## src/hdl/bcs_pkg.sv

```systemverilog
// Shared types and constants for the breathing-cycle stepper sequencer.
// Used by bcs_csr, bcs_core and breath_cycle_stepper_sequencer; no dependencies.
`default_nettype none

package bcs_pkg;

   localparam int STROKE_W    = 10;
   localparam int DWELL_CFG_W = 16;
   localparam int CSR_DATA_W  = 16;
   localparam int CSR_INDEX_W = 2;

   localparam logic [STROKE_W-1:0]    STROKE_RESET = 10'd475;
   localparam logic [DWELL_CFG_W-1:0] DWELL_RESET  = 16'd1500;

   localparam logic [CSR_INDEX_W-1:0] CSR_STROKE       = 2'd0;
   localparam logic [CSR_INDEX_W-1:0] CSR_BOTTOM_DWELL = 2'd1;
   localparam logic [CSR_INDEX_W-1:0] CSR_TOP_DWELL    = 2'd2;

   typedef enum logic [2:0] {
      PH_STOPPED = 3'd0,
      PH_BOTTOM  = 3'd1,
      PH_RISE    = 3'd2,
      PH_DESCENT = 3'd3,
      PH_TOP     = 3'd4
   } phase_type;

   typedef struct packed {
      logic [STROKE_W-1:0]    stroke_steps;
      logic [DWELL_CFG_W-1:0] bottom_dwell_ms;
      logic [DWELL_CFG_W-1:0] top_dwell_ms;
   } cfg_type;

   typedef struct packed {
      logic run_enable;
      logic home_switch;
      logic ms_tick;
      logic step_tick;
   } req_type;

endpackage

`default_nettype wire

```

## src/hdl/bcs_csr.sv

```systemverilog
// Configuration registers of the sequencer: stroke length and the two dwell times.
// Depends on bcs_pkg for the register indexes, reset values and cfg_type.
`default_nettype none

module bcs_csr (
   input  wire                                 clock,
   input  wire                                 reset,
   input  wire                                 csr_write_enable,
   input  wire  [bcs_pkg::CSR_INDEX_W-1:0]     csr_index,
   input  wire  [bcs_pkg::CSR_DATA_W-1:0]      csr_write_data,
   output bcs_pkg::cfg_type                    cfg
);
   import bcs_pkg::*;

   cfg_type cfg_ff;

   always_ff @(posedge clock) begin
      if (reset) begin
         cfg_ff.stroke_steps    <= STROKE_RESET;
         cfg_ff.bottom_dwell_ms <= DWELL_RESET;
         cfg_ff.top_dwell_ms    <= DWELL_RESET;
      end else if (csr_write_enable) begin
         case (csr_index)
            CSR_STROKE: begin
               cfg_ff.stroke_steps <= csr_write_data[STROKE_W-1:0];
            end
            CSR_BOTTOM_DWELL: begin
               cfg_ff.bottom_dwell_ms <= csr_write_data[DWELL_CFG_W-1:0];
            end
            CSR_TOP_DWELL: begin
               cfg_ff.top_dwell_ms <= csr_write_data[DWELL_CFG_W-1:0];
            end
            default: begin
            end
         endcase
      end
   end

   assign cfg = cfg_ff;

endmodule

`default_nettype wire

```

## src/hdl/bcs_core.sv

```systemverilog
// Sequencer state and the single-pass update that one request applies to it.
// Depends on bcs_pkg for the phase codes, cfg_type and req_type.
`default_nettype none

module bcs_core #(
   parameter int POSITION_BITS = 12,
   parameter int DWELL_BITS    = 16
) (
   input  wire                              clock,
   input  wire                              reset,
   input  wire                              advance,
   input  bcs_pkg::req_type                 req,
   input  bcs_pkg::cfg_type                 cfg,
   output logic                             step_pulse,
   output logic                             direction,
   output bcs_pkg::phase_type               phase,
   output logic signed [POSITION_BITS-1:0]  position,
   output logic                             motor_running
);
   import bcs_pkg::*;

   localparam int CW = 33;
   localparam int EW = (DWELL_BITS > DWELL_CFG_W) ? DWELL_BITS : DWELL_CFG_W;
   localparam logic [DWELL_BITS-1:0]    EL_MAX = {DWELL_BITS{1'b1}};
   localparam logic [POSITION_BITS-1:0] P_MAX  = {1'b0, {(POSITION_BITS-1){1'b1}}};
   localparam logic [POSITION_BITS-1:0] P_MIN  = {1'b1, {(POSITION_BITS-1){1'b0}}};

   phase_type                phase_ff, phase_in;
   logic [POSITION_BITS-1:0] pos_ff, pos_in, pos_step;
   logic [DWELL_BITS-1:0]    elapsed_ff, elapsed_in;
   logic                     dir_ff, dir_in;
   logic                     enabled_ff, enabled_in;
   logic                     rise_done_ff, rise_done_in;
   logic                     fall_done_ff, fall_done_in;
   logic                     pulse;

   always_comb begin
      elapsed_in   = elapsed_ff;
      pos_in       = pos_ff;
      pos_step     = pos_ff;
      dir_in       = dir_ff;
      enabled_in   = enabled_ff;
      rise_done_in = rise_done_ff;
      fall_done_in = fall_done_ff;
      phase_in     = phase_ff;
      pulse        = 1'b0;

      if (req.ms_tick && (elapsed_ff != EL_MAX)) begin
         elapsed_in = elapsed_ff + DWELL_BITS'(1);
      end

      if (req.step_tick && enabled_ff) begin
         pulse = 1'b1;
         if (dir_ff) begin
            if (pos_ff != P_MAX) begin
               pos_step = pos_ff + POSITION_BITS'(1);
            end
            if ($signed(CW'($signed(pos_step))) >=
                $signed(CW'(cfg.stroke_steps))) begin
               rise_done_in = 1'b1;
               enabled_in   = 1'b0;
            end
         end else begin
            if (pos_ff != P_MIN) begin
               pos_step = pos_ff - POSITION_BITS'(1);
            end
            if (pos_step[POSITION_BITS-1] || (pos_step == '0)) begin
               fall_done_in = 1'b1;
               enabled_in   = 1'b0;
            end
         end
      end
      pos_in = pos_step;

      if (!req.home_switch) begin
         pos_in = '0;
      end

      case (phase_ff)
         PH_BOTTOM: begin
            if (EW'(elapsed_in) >= EW'(cfg.bottom_dwell_ms)) begin
               dir_in     = 1'b1;
               enabled_in = 1'b1;
               phase_in   = PH_RISE;
            end
         end
         PH_RISE: begin
            if (rise_done_in) begin
               rise_done_in = 1'b0;
               elapsed_in   = '0;
               phase_in     = PH_TOP;
            end
         end
         PH_TOP: begin
            if (EW'(elapsed_in) >= EW'(cfg.top_dwell_ms)) begin
               dir_in     = 1'b0;
               enabled_in = 1'b1;
               phase_in   = PH_DESCENT;
            end
         end
         PH_DESCENT: begin
            if (fall_done_in) begin
               fall_done_in = 1'b0;
               elapsed_in   = '0;
               phase_in     = PH_BOTTOM;
            end
         end
         default: begin
            phase_in = PH_STOPPED;
            if (req.run_enable) begin
               elapsed_in = '0;
               phase_in   = PH_BOTTOM;
            end
         end
      endcase

      if (!req.run_enable && (phase_in != PH_STOPPED)) begin
         enabled_in = 1'b0;
         phase_in   = PH_STOPPED;
      end
   end

   always_ff @(posedge clock) begin
      if (reset) begin
         phase_ff     <= PH_STOPPED;
         pos_ff       <= '0;
         elapsed_ff   <= '0;
         dir_ff       <= 1'b0;
         enabled_ff   <= 1'b0;
         rise_done_ff <= 1'b0;
         fall_done_ff <= 1'b0;
      end else if (advance) begin
         phase_ff     <= phase_in;
         pos_ff       <= pos_in;
         elapsed_ff   <= elapsed_in;
         dir_ff       <= dir_in;
         enabled_ff   <= enabled_in;
         rise_done_ff <= rise_done_in;
         fall_done_ff <= fall_done_in;
      end
   end

   assign step_pulse    = pulse;
   assign direction     = dir_in;
   assign phase         = phase_in;
   assign position      = $signed(pos_in);
   assign motor_running = enabled_in;

endmodule

`default_nettype wire

```

## src/hdl/breath_cycle_stepper_sequencer.sv

```systemverilog
// Breathing-cycle stepper sequencer: stopped, bottom dwell, rise, top dwell, descent.
// From request acceptance to a valid result there is one input register, then the
// state update and the result register; the update waits while the result is stalled.
// Throughput is one request per cycle unless rsp_ready stalls; the input register and
// the result register decouple the two sides. Reset clears all sequencer state and loads
// the default stroke and dwell registers. Depends on bcs_pkg, bcs_csr and bcs_core.
`default_nettype none

module breath_cycle_stepper_sequencer #(
   parameter int POSITION_BITS = 12,
   parameter int DWELL_BITS    = 16
) (
   input  wire                              clock,
   input  wire                              reset,
   input  wire                              req_valid,
   output logic                             req_ready,
   input  wire                              req_run_enable,
   input  wire                              req_home_switch,
   input  wire                              req_ms_tick,
   input  wire                              req_step_tick,
   output logic                             rsp_valid,
   input  wire                              rsp_ready,
   output logic                             rsp_step_pulse,
   output logic                             rsp_direction,
   output logic [2:0]                       rsp_phase,
   output logic signed [POSITION_BITS-1:0]  rsp_position,
   output logic                             rsp_motor_running,
   input  wire                              csr_write_enable,
   input  wire  [bcs_pkg::CSR_INDEX_W-1:0]  csr_index,
   input  wire  [bcs_pkg::CSR_DATA_W-1:0]   csr_write_data
);
   import bcs_pkg::*;

   cfg_type                          cfg;
   req_type                          req_ff;
   logic                             in_valid_ff, in_valid_in;
   logic                             out_valid_ff, out_valid_in;
   logic                             out_open;
   logic                             advance;
   logic                             nx_pulse, nx_dir, nx_running;
   phase_type                        nx_phase;
   logic signed [POSITION_BITS-1:0]  nx_position;
   logic                             pulse_ff, dir_ff, running_ff;
   phase_type                        phase_ff;
   logic signed [POSITION_BITS-1:0]  position_ff;

   bcs_csr u_csr (
      .clock            (clock),
      .reset            (reset),
      .csr_write_enable (csr_write_enable),
      .csr_index        (csr_index),
      .csr_write_data   (csr_write_data),
      .cfg              (cfg)
   );

   bcs_core #(
      .POSITION_BITS (POSITION_BITS),
      .DWELL_BITS    (DWELL_BITS)
   ) u_core (
      .clock         (clock),
      .reset         (reset),
      .advance       (advance),
      .req           (req_ff),
      .cfg           (cfg),
      .step_pulse    (nx_pulse),
      .direction     (nx_dir),
      .phase         (nx_phase),
      .position      (nx_position),
      .motor_running (nx_running)
   );

   assign out_open  = !out_valid_ff || rsp_ready;
   assign advance   = in_valid_ff && out_open;
   assign req_ready = !in_valid_ff || out_open;

   always_comb begin
      in_valid_in = in_valid_ff;
      if (req_valid && req_ready) begin
         in_valid_in = 1'b1;
      end else if (advance) begin
         in_valid_in = 1'b0;
      end
      out_valid_in = out_valid_ff;
      if (advance) begin
         out_valid_in = 1'b1;
      end else if (rsp_ready) begin
         out_valid_in = 1'b0;
      end
   end

   always_ff @(posedge clock) begin
      if (reset) begin
         in_valid_ff  <= 1'b0;
         out_valid_ff <= 1'b0;
      end else begin
         in_valid_ff  <= in_valid_in;
         out_valid_ff <= out_valid_in;
      end
   end

   always_ff @(posedge clock) begin
      if (req_valid && req_ready) begin
         req_ff.run_enable  <= req_run_enable;
         req_ff.home_switch <= req_home_switch;
         req_ff.ms_tick     <= req_ms_tick;
         req_ff.step_tick   <= req_step_tick;
      end
      if (advance) begin
         pulse_ff    <= nx_pulse;
         dir_ff      <= nx_dir;
         phase_ff    <= nx_phase;
         position_ff <= nx_position;
         running_ff  <= nx_running;
      end
   end

   assign rsp_valid         = out_valid_ff;
   assign rsp_step_pulse    = pulse_ff;
   assign rsp_direction     = dir_ff;
   assign rsp_phase         = phase_ff;
   assign rsp_position      = position_ff;
   assign rsp_motor_running = running_ff;

endmodule

`default_nettype wire

```

## config.mk

```make
export PLATFORM = sky130hd
export DESIGN_NAME = breath_cycle_stepper_sequencer
export DESIGN_NICKNAME = d
export VERILOG_FILES = /design/src/hdl/bcs_pkg.sv /design/src/hdl/bcs_csr.sv /design/src/hdl/bcs_core.sv /design/src/hdl/breath_cycle_stepper_sequencer.sv
export SDC_FILE = /design/constraint.sdc
export NUM_CORES = 1
export LEC_CHECK = 0
export ABC_AREA = 1
export BUFFER_PORTS_ARGS = -buffer_cell sky130_fd_sc_hd__buf_2
export CAP_MARGIN = 0
export CELL_PAD_IN_SITES_DETAIL_PLACEMENT = 1
export CELL_PAD_IN_SITES_GLOBAL_PLACEMENT = 1
export CORE_MARGIN = 2
export CORE_UTILIZATION = 33
export DETAILED_ROUTE_END_ITERATION = 10
export HOLD_SLACK_MARGIN = 0.08
export PLACE_DENSITY_LB_ADDON = 0.1
export RECOVER_POWER = 25
export SYNTH_ARGS = -nofsm -noshare
export SYNTH_HDL_FRONTEND = slang
export SYNTH_SLANG_ARGS = --single-unit
```

## constraint.sdc

```tcl
create_clock -name clock -period 2.7 [get_ports clock]
set_input_delay 0.135 -clock clock [delete_from_list [all_inputs] [get_ports clock]]
set_output_delay 0.135 -clock clock [all_outputs]
set_load 0.005 [all_outputs]
```

==> flow_results.xml <==
<?xml version="1.0" encoding="UTF-8"?>
<metrics>
  <group name="detailed_routing">
    <metric name="postRouteWirelength" unit="mm">21.4</metric>
    <metric name="routedWlPerCell" unit="µm">17.4</metric>
    <metric name="drc" unit="">0</metric>
    <metric name="drt_first_pass_iters" unit="">5</metric>
    <metric name="detail_route.vias_per_cell" unit="">5.02</metric>
    <metric name="drt_first_iter_violations" unit="">193</metric>
    <metric name="via_count" unit="">6176</metric>
    <metric name="final_antenna_net_count" unit="">0</metric>
  </group>
  <group name="synth">
    <metric name="avgSynthCellArea" unit="µm²">7.54</metric>
    <metric name="postSynth.topFlopCell" unit="">dfxtp_1</metric>
    <metric name="synth_edf_count" unit="">22</metric>
    <metric name="synthesis.instances" unit="">812</metric>
    <metric name="yosys_register_bits" unit="">101</metric>
    <metric name="number_of_distinct_library_cell_variants_in_the_gate_level_netlist_after_synthesis" unit="">46</metric>
    <metric name="synthArstFlopShare" unit="">0</metric>
    <metric name="synth.cell_area" unit="µm²">6120</metric>
    <metric name="yosysWarningCount" unit="">0</metric>
    <metric name="synth_area_leader_cell" unit="">dfxtp_1</metric>
    <metric name="ys_seq_area_frac" unit="">0.366</metric>
    <metric name="top_area_cell_type_share_of_the_netlist_area" unit="">0.258</metric>
    <metric name="synth_nets" unit="">884</metric>
    <metric name="synth.area.top_cells" unit="">dfxtp_1 26%, edfxtp_1 11%, nand2_1 9.9%</metric>
  </group>
  <group name="critical_path">
    <metric name="endpoint_kind" unit="">flop</metric>
    <metric name="cp.arrival" unit="ps">3170</metric>
    <metric name="crit_path_start" unit="">u_core.elapsed_ff[0]</metric>
    <metric name="nature_of_the_critical_path_startpoint" unit="">flop</metric>
    <metric name="r2r_start" unit="">u_core.elapsed_ff[0]</metric>
    <metric name="worstSetupPathType" unit="">reg2reg</metric>
    <metric name="cp.required" unit="ps">2820</metric>
    <metric name="timing.critical_path.fanout_max" unit="">3</metric>
  </group>
  <group name="final_layout">
    <metric name="fill_cells" unit="">2189</metric>
    <metric name="insertedDiodeCount" unit="">0</metric>
    <metric name="area_growth" unit="%">42.5</metric>
    <metric name="final_cell_mix" unit="">133 x nand2_1, 128 x buf_4, 105 x inv_1</metric>
    <metric name="final_common_cell" unit="">nand2_1</metric>
    <metric name="post-route-cell-area" unit="µm²">8720</metric>
    <metric name="drive_above_1_share" unit="">0.378</metric>
    <metric name="final_nets" unit="">1069</metric>
  </group>
  <group name="min_path">
    <metric name="hold_path_class" unit="">in2reg</metric>
    <metric name="min-delay-start" unit="">csr_write_data[15]</metric>
  </group>
  <group name="run">
    <metric name="maxCapViolCount" unit="">0</metric>
  </group>
  <group name="power_and_ir_drop">
    <metric name="static-leakage-power" unit="µW">0.00402</metric>
    <metric name="vdd.ir_drop.worst" unit="mV">0.285</metric>
    <metric name="power_density" unit="nW/µm²">409</metric>
  </group>
  <group name="grt">
    <metric name="grt_pass1_vias" unit="">6530</metric>
    <metric name="global_route.overflow_total" unit="">0</metric>
    <metric name="globalRouteTotalUtil" unit="">0.215</metric>
    <metric name="antenna_found_initial" unit="">0</metric>
    <metric name="pin_count_of_the_biggest_net_entering_global_routing" unit="">48</metric>
    <metric name="grt_first_pass_wirelength" unit="mm">33.2</metric>
  </group>
  <group name="floorplan">
    <metric name="design.portCount" unit="">47</metric>
    <metric name="initial_utilization" unit="">0.338</metric>
    <metric name="die_height" unit="µm">140</metric>
    <metric name="floorplan.die.width" unit="µm">140</metric>
    <metric name="fp.coreArea" unit="µm²">18100</metric>
    <metric name="placement_rows" unit="">49</metric>
    <metric name="die_area" unit="µm²">19700</metric>
  </group>
  <group name="sta">
    <metric name="final_critical_path_setup_slack" unit="ps">-348</metric>
    <metric name="final-setup-viol-count" unit="">26</metric>
    <metric name="max-slew-margin-rel" unit="">0.441</metric>
    <metric name="tightest_slew" unit="ps">839</metric>
    <metric name="drv_slew" unit="">0</metric>
    <metric name="timing.clock.skew" unit="ps">9.62</metric>
    <metric name="finalHoldViolCount" unit="">0</metric>
    <metric name="timing.setup.tns" unit="ps">-7170</metric>
    <metric name="layout_min_cycle_time" unit="ps">3050</metric>
    <metric name="grt_setup_unrepaired" unit="">true</metric>
    <metric name="fmax" unit="MHz">328</metric>
    <metric name="final.period_utilization" unit="">1.13</metric>
  </group>
  <group name="clocking">
    <metric name="clock_tree_from_tritoncts" unit="">yes</metric>
    <metric name="cts.sink_count" unit="">101</metric>
    <metric name="htree_levels" unit="">3</metric>
    <metric name="cts.clk_slew.worst_paths" unit="ps">70</metric>
    <metric name="ctsRootBufferMaster" unit="">clkbuf_16</metric>
    <metric name="clock_tree.buffer_depth" unit="">2</metric>
    <metric name="clkLatencyLatePin" unit="ps">360</metric>
    <metric name="tritoncts.num_buffers" unit="">9</metric>
  </group>
  <group name="place">
    <metric name="dpl-instance-area" unit="µm²">7380</metric>
    <metric name="io_buffers" unit="">46</metric>
    <metric name="dp_hpwl" unit="mm">15.5</metric>
    <metric name="gp_congestion" unit="">0.889</metric>
    <metric name="pre_cts_ws" unit="ps">-501</metric>
  </group>
  <group name="status">
    <metric name="outcome" unit="">finished, violations left</metric>
    <metric name="failed_checks" unit="">negative setup slack</metric>
  </group>
</metrics>
## metal layers
layer,track usage,up-vias,share of wire
li1,-,3048,-
met1,0.244,3028,0.41
met2,0.417,73,0.55
met3,0.0171,27,0.020
met4,0.0766,0,0.020
met5,0,-,0
## report_power, final
part           internal, µW  switching, µW
registers              1610           31.2
logic                   249            408
clock network           636            638
total                  2490           1080
## state kept, by name, summed over array words and instances, names as in the netlist
register	count
u_core.elapsed_ff	16
in_valid_ff	1
u_core.pos_ff	12
rsp_step_pulse	1
rsp_phase	3
rsp_direction	1
rsp_motor_running	1
u_core.dir_ff	1
u_core.enabled_ff	1
u_core.rise_done_ff	1
u_core.phase_ff	3
u_core.fall_done_ff	1
rsp_valid	1
rsp_position	12
req_ff	4
u_csr.cfg	42
## critical path, stage by stage, from the launching register on
cell and delay, ps:
dfxtp_2 340, ha_4 170, nand3_4 80, nor3_2 40, nand3_1 70, nand2_2 100
nor2_4 150, nand4_1 160, nor2_2 200, xor2_2 100, buf_4 160, ha_4 290
nand2_4 70, inv_4 60, nand3_4 80, nor3_4 190, nand3_2 120, nand3_4 140
buf_6 110, o22ai_4 70, nand2_2 90, inv_2 40
## logic make-up (layout without fill, tap and decap cells)
| group | after synthesis | after routing | share of synthesized area |
|---|---|---|---|
| and+or+nand+nor | 307 | 307 | 0.233 |
| AOI/OAI and AO/OA | 180 | 180 | 0.175 |
| buffers and inverters | 161 | 351 | 0.108 |
| DFF | 101 | 101 | 0.366 |
| adders and majority gates | 45 | 45 | 0.0920 |
| xor gates and xnor gates | 18 | 18 | 0.0258 |
## cell type report
type	instances	area, µm²	area share
multi-input cells	550	3920	0.449
flip-flops and latches	101	2250	0.258
repair buffers	202	1500	0.171
inverters	133	504	0.0578
well taps	229	287	0.0328
clock buffers	11	234	0.0268
clock inverters	5	36.3	0.00416
## repair_timing
action,4_1_cts,5_1_grt
endpoints found under the hold margin,33,0
hold buffers,19,0
pin swaps,37,25
cloned,0,1
setup endpoints to repair,27,27
buffers inserted,16,9
resized for setup,92,76
## cell usage after synthesis (2+ instances only)
cell type,n
a31oi_1,2
nor2_1,45
xnor2_1,4
nand2_4,4
nor3_1,16
nand3_1,44
o21bai_1,3
inv_2,4
a21oi_1,74
nand2_1,162
buf_4,2
a21oi_2,10
xor2_1,14
nand3b_1,2
ha_1,45
o21ai_0,52
edfxtp_1,22
nand4_1,7
clkbuf_1,19
inv_1,128
o211ai_1,25
nor2_2,4
a2111o_1,2
nand3_2,12
o21ai_1,2
dfxtp_1,79
buf_6,4
nand2_2,6
nor3_2,2
## final timing paths
kind	endpoint	slack (ps)	cells after the start
worst min-delay path	u_csr.cfg[31]	90	3
worst max-delay path	rsp_phase[2]	-350	21
worst max register to register	rsp_phase[2]	-350	21
worst min register to register	u_csr.cfg[13]	460	2
## metrics by stage
stage	total power (µW)	utilization	instances	hold WS (ps)
after floorplan	2020	-	812	234
after global placement	2220	0.408	1171	313
after detailed placement	2240	0.408	1171	314
after CTS	3560	0.459	1222	85.3
after global routing	3740	0.482	1231	127
final	3570	0.482	1231	87.8
(Power assumes the default switching activity.)
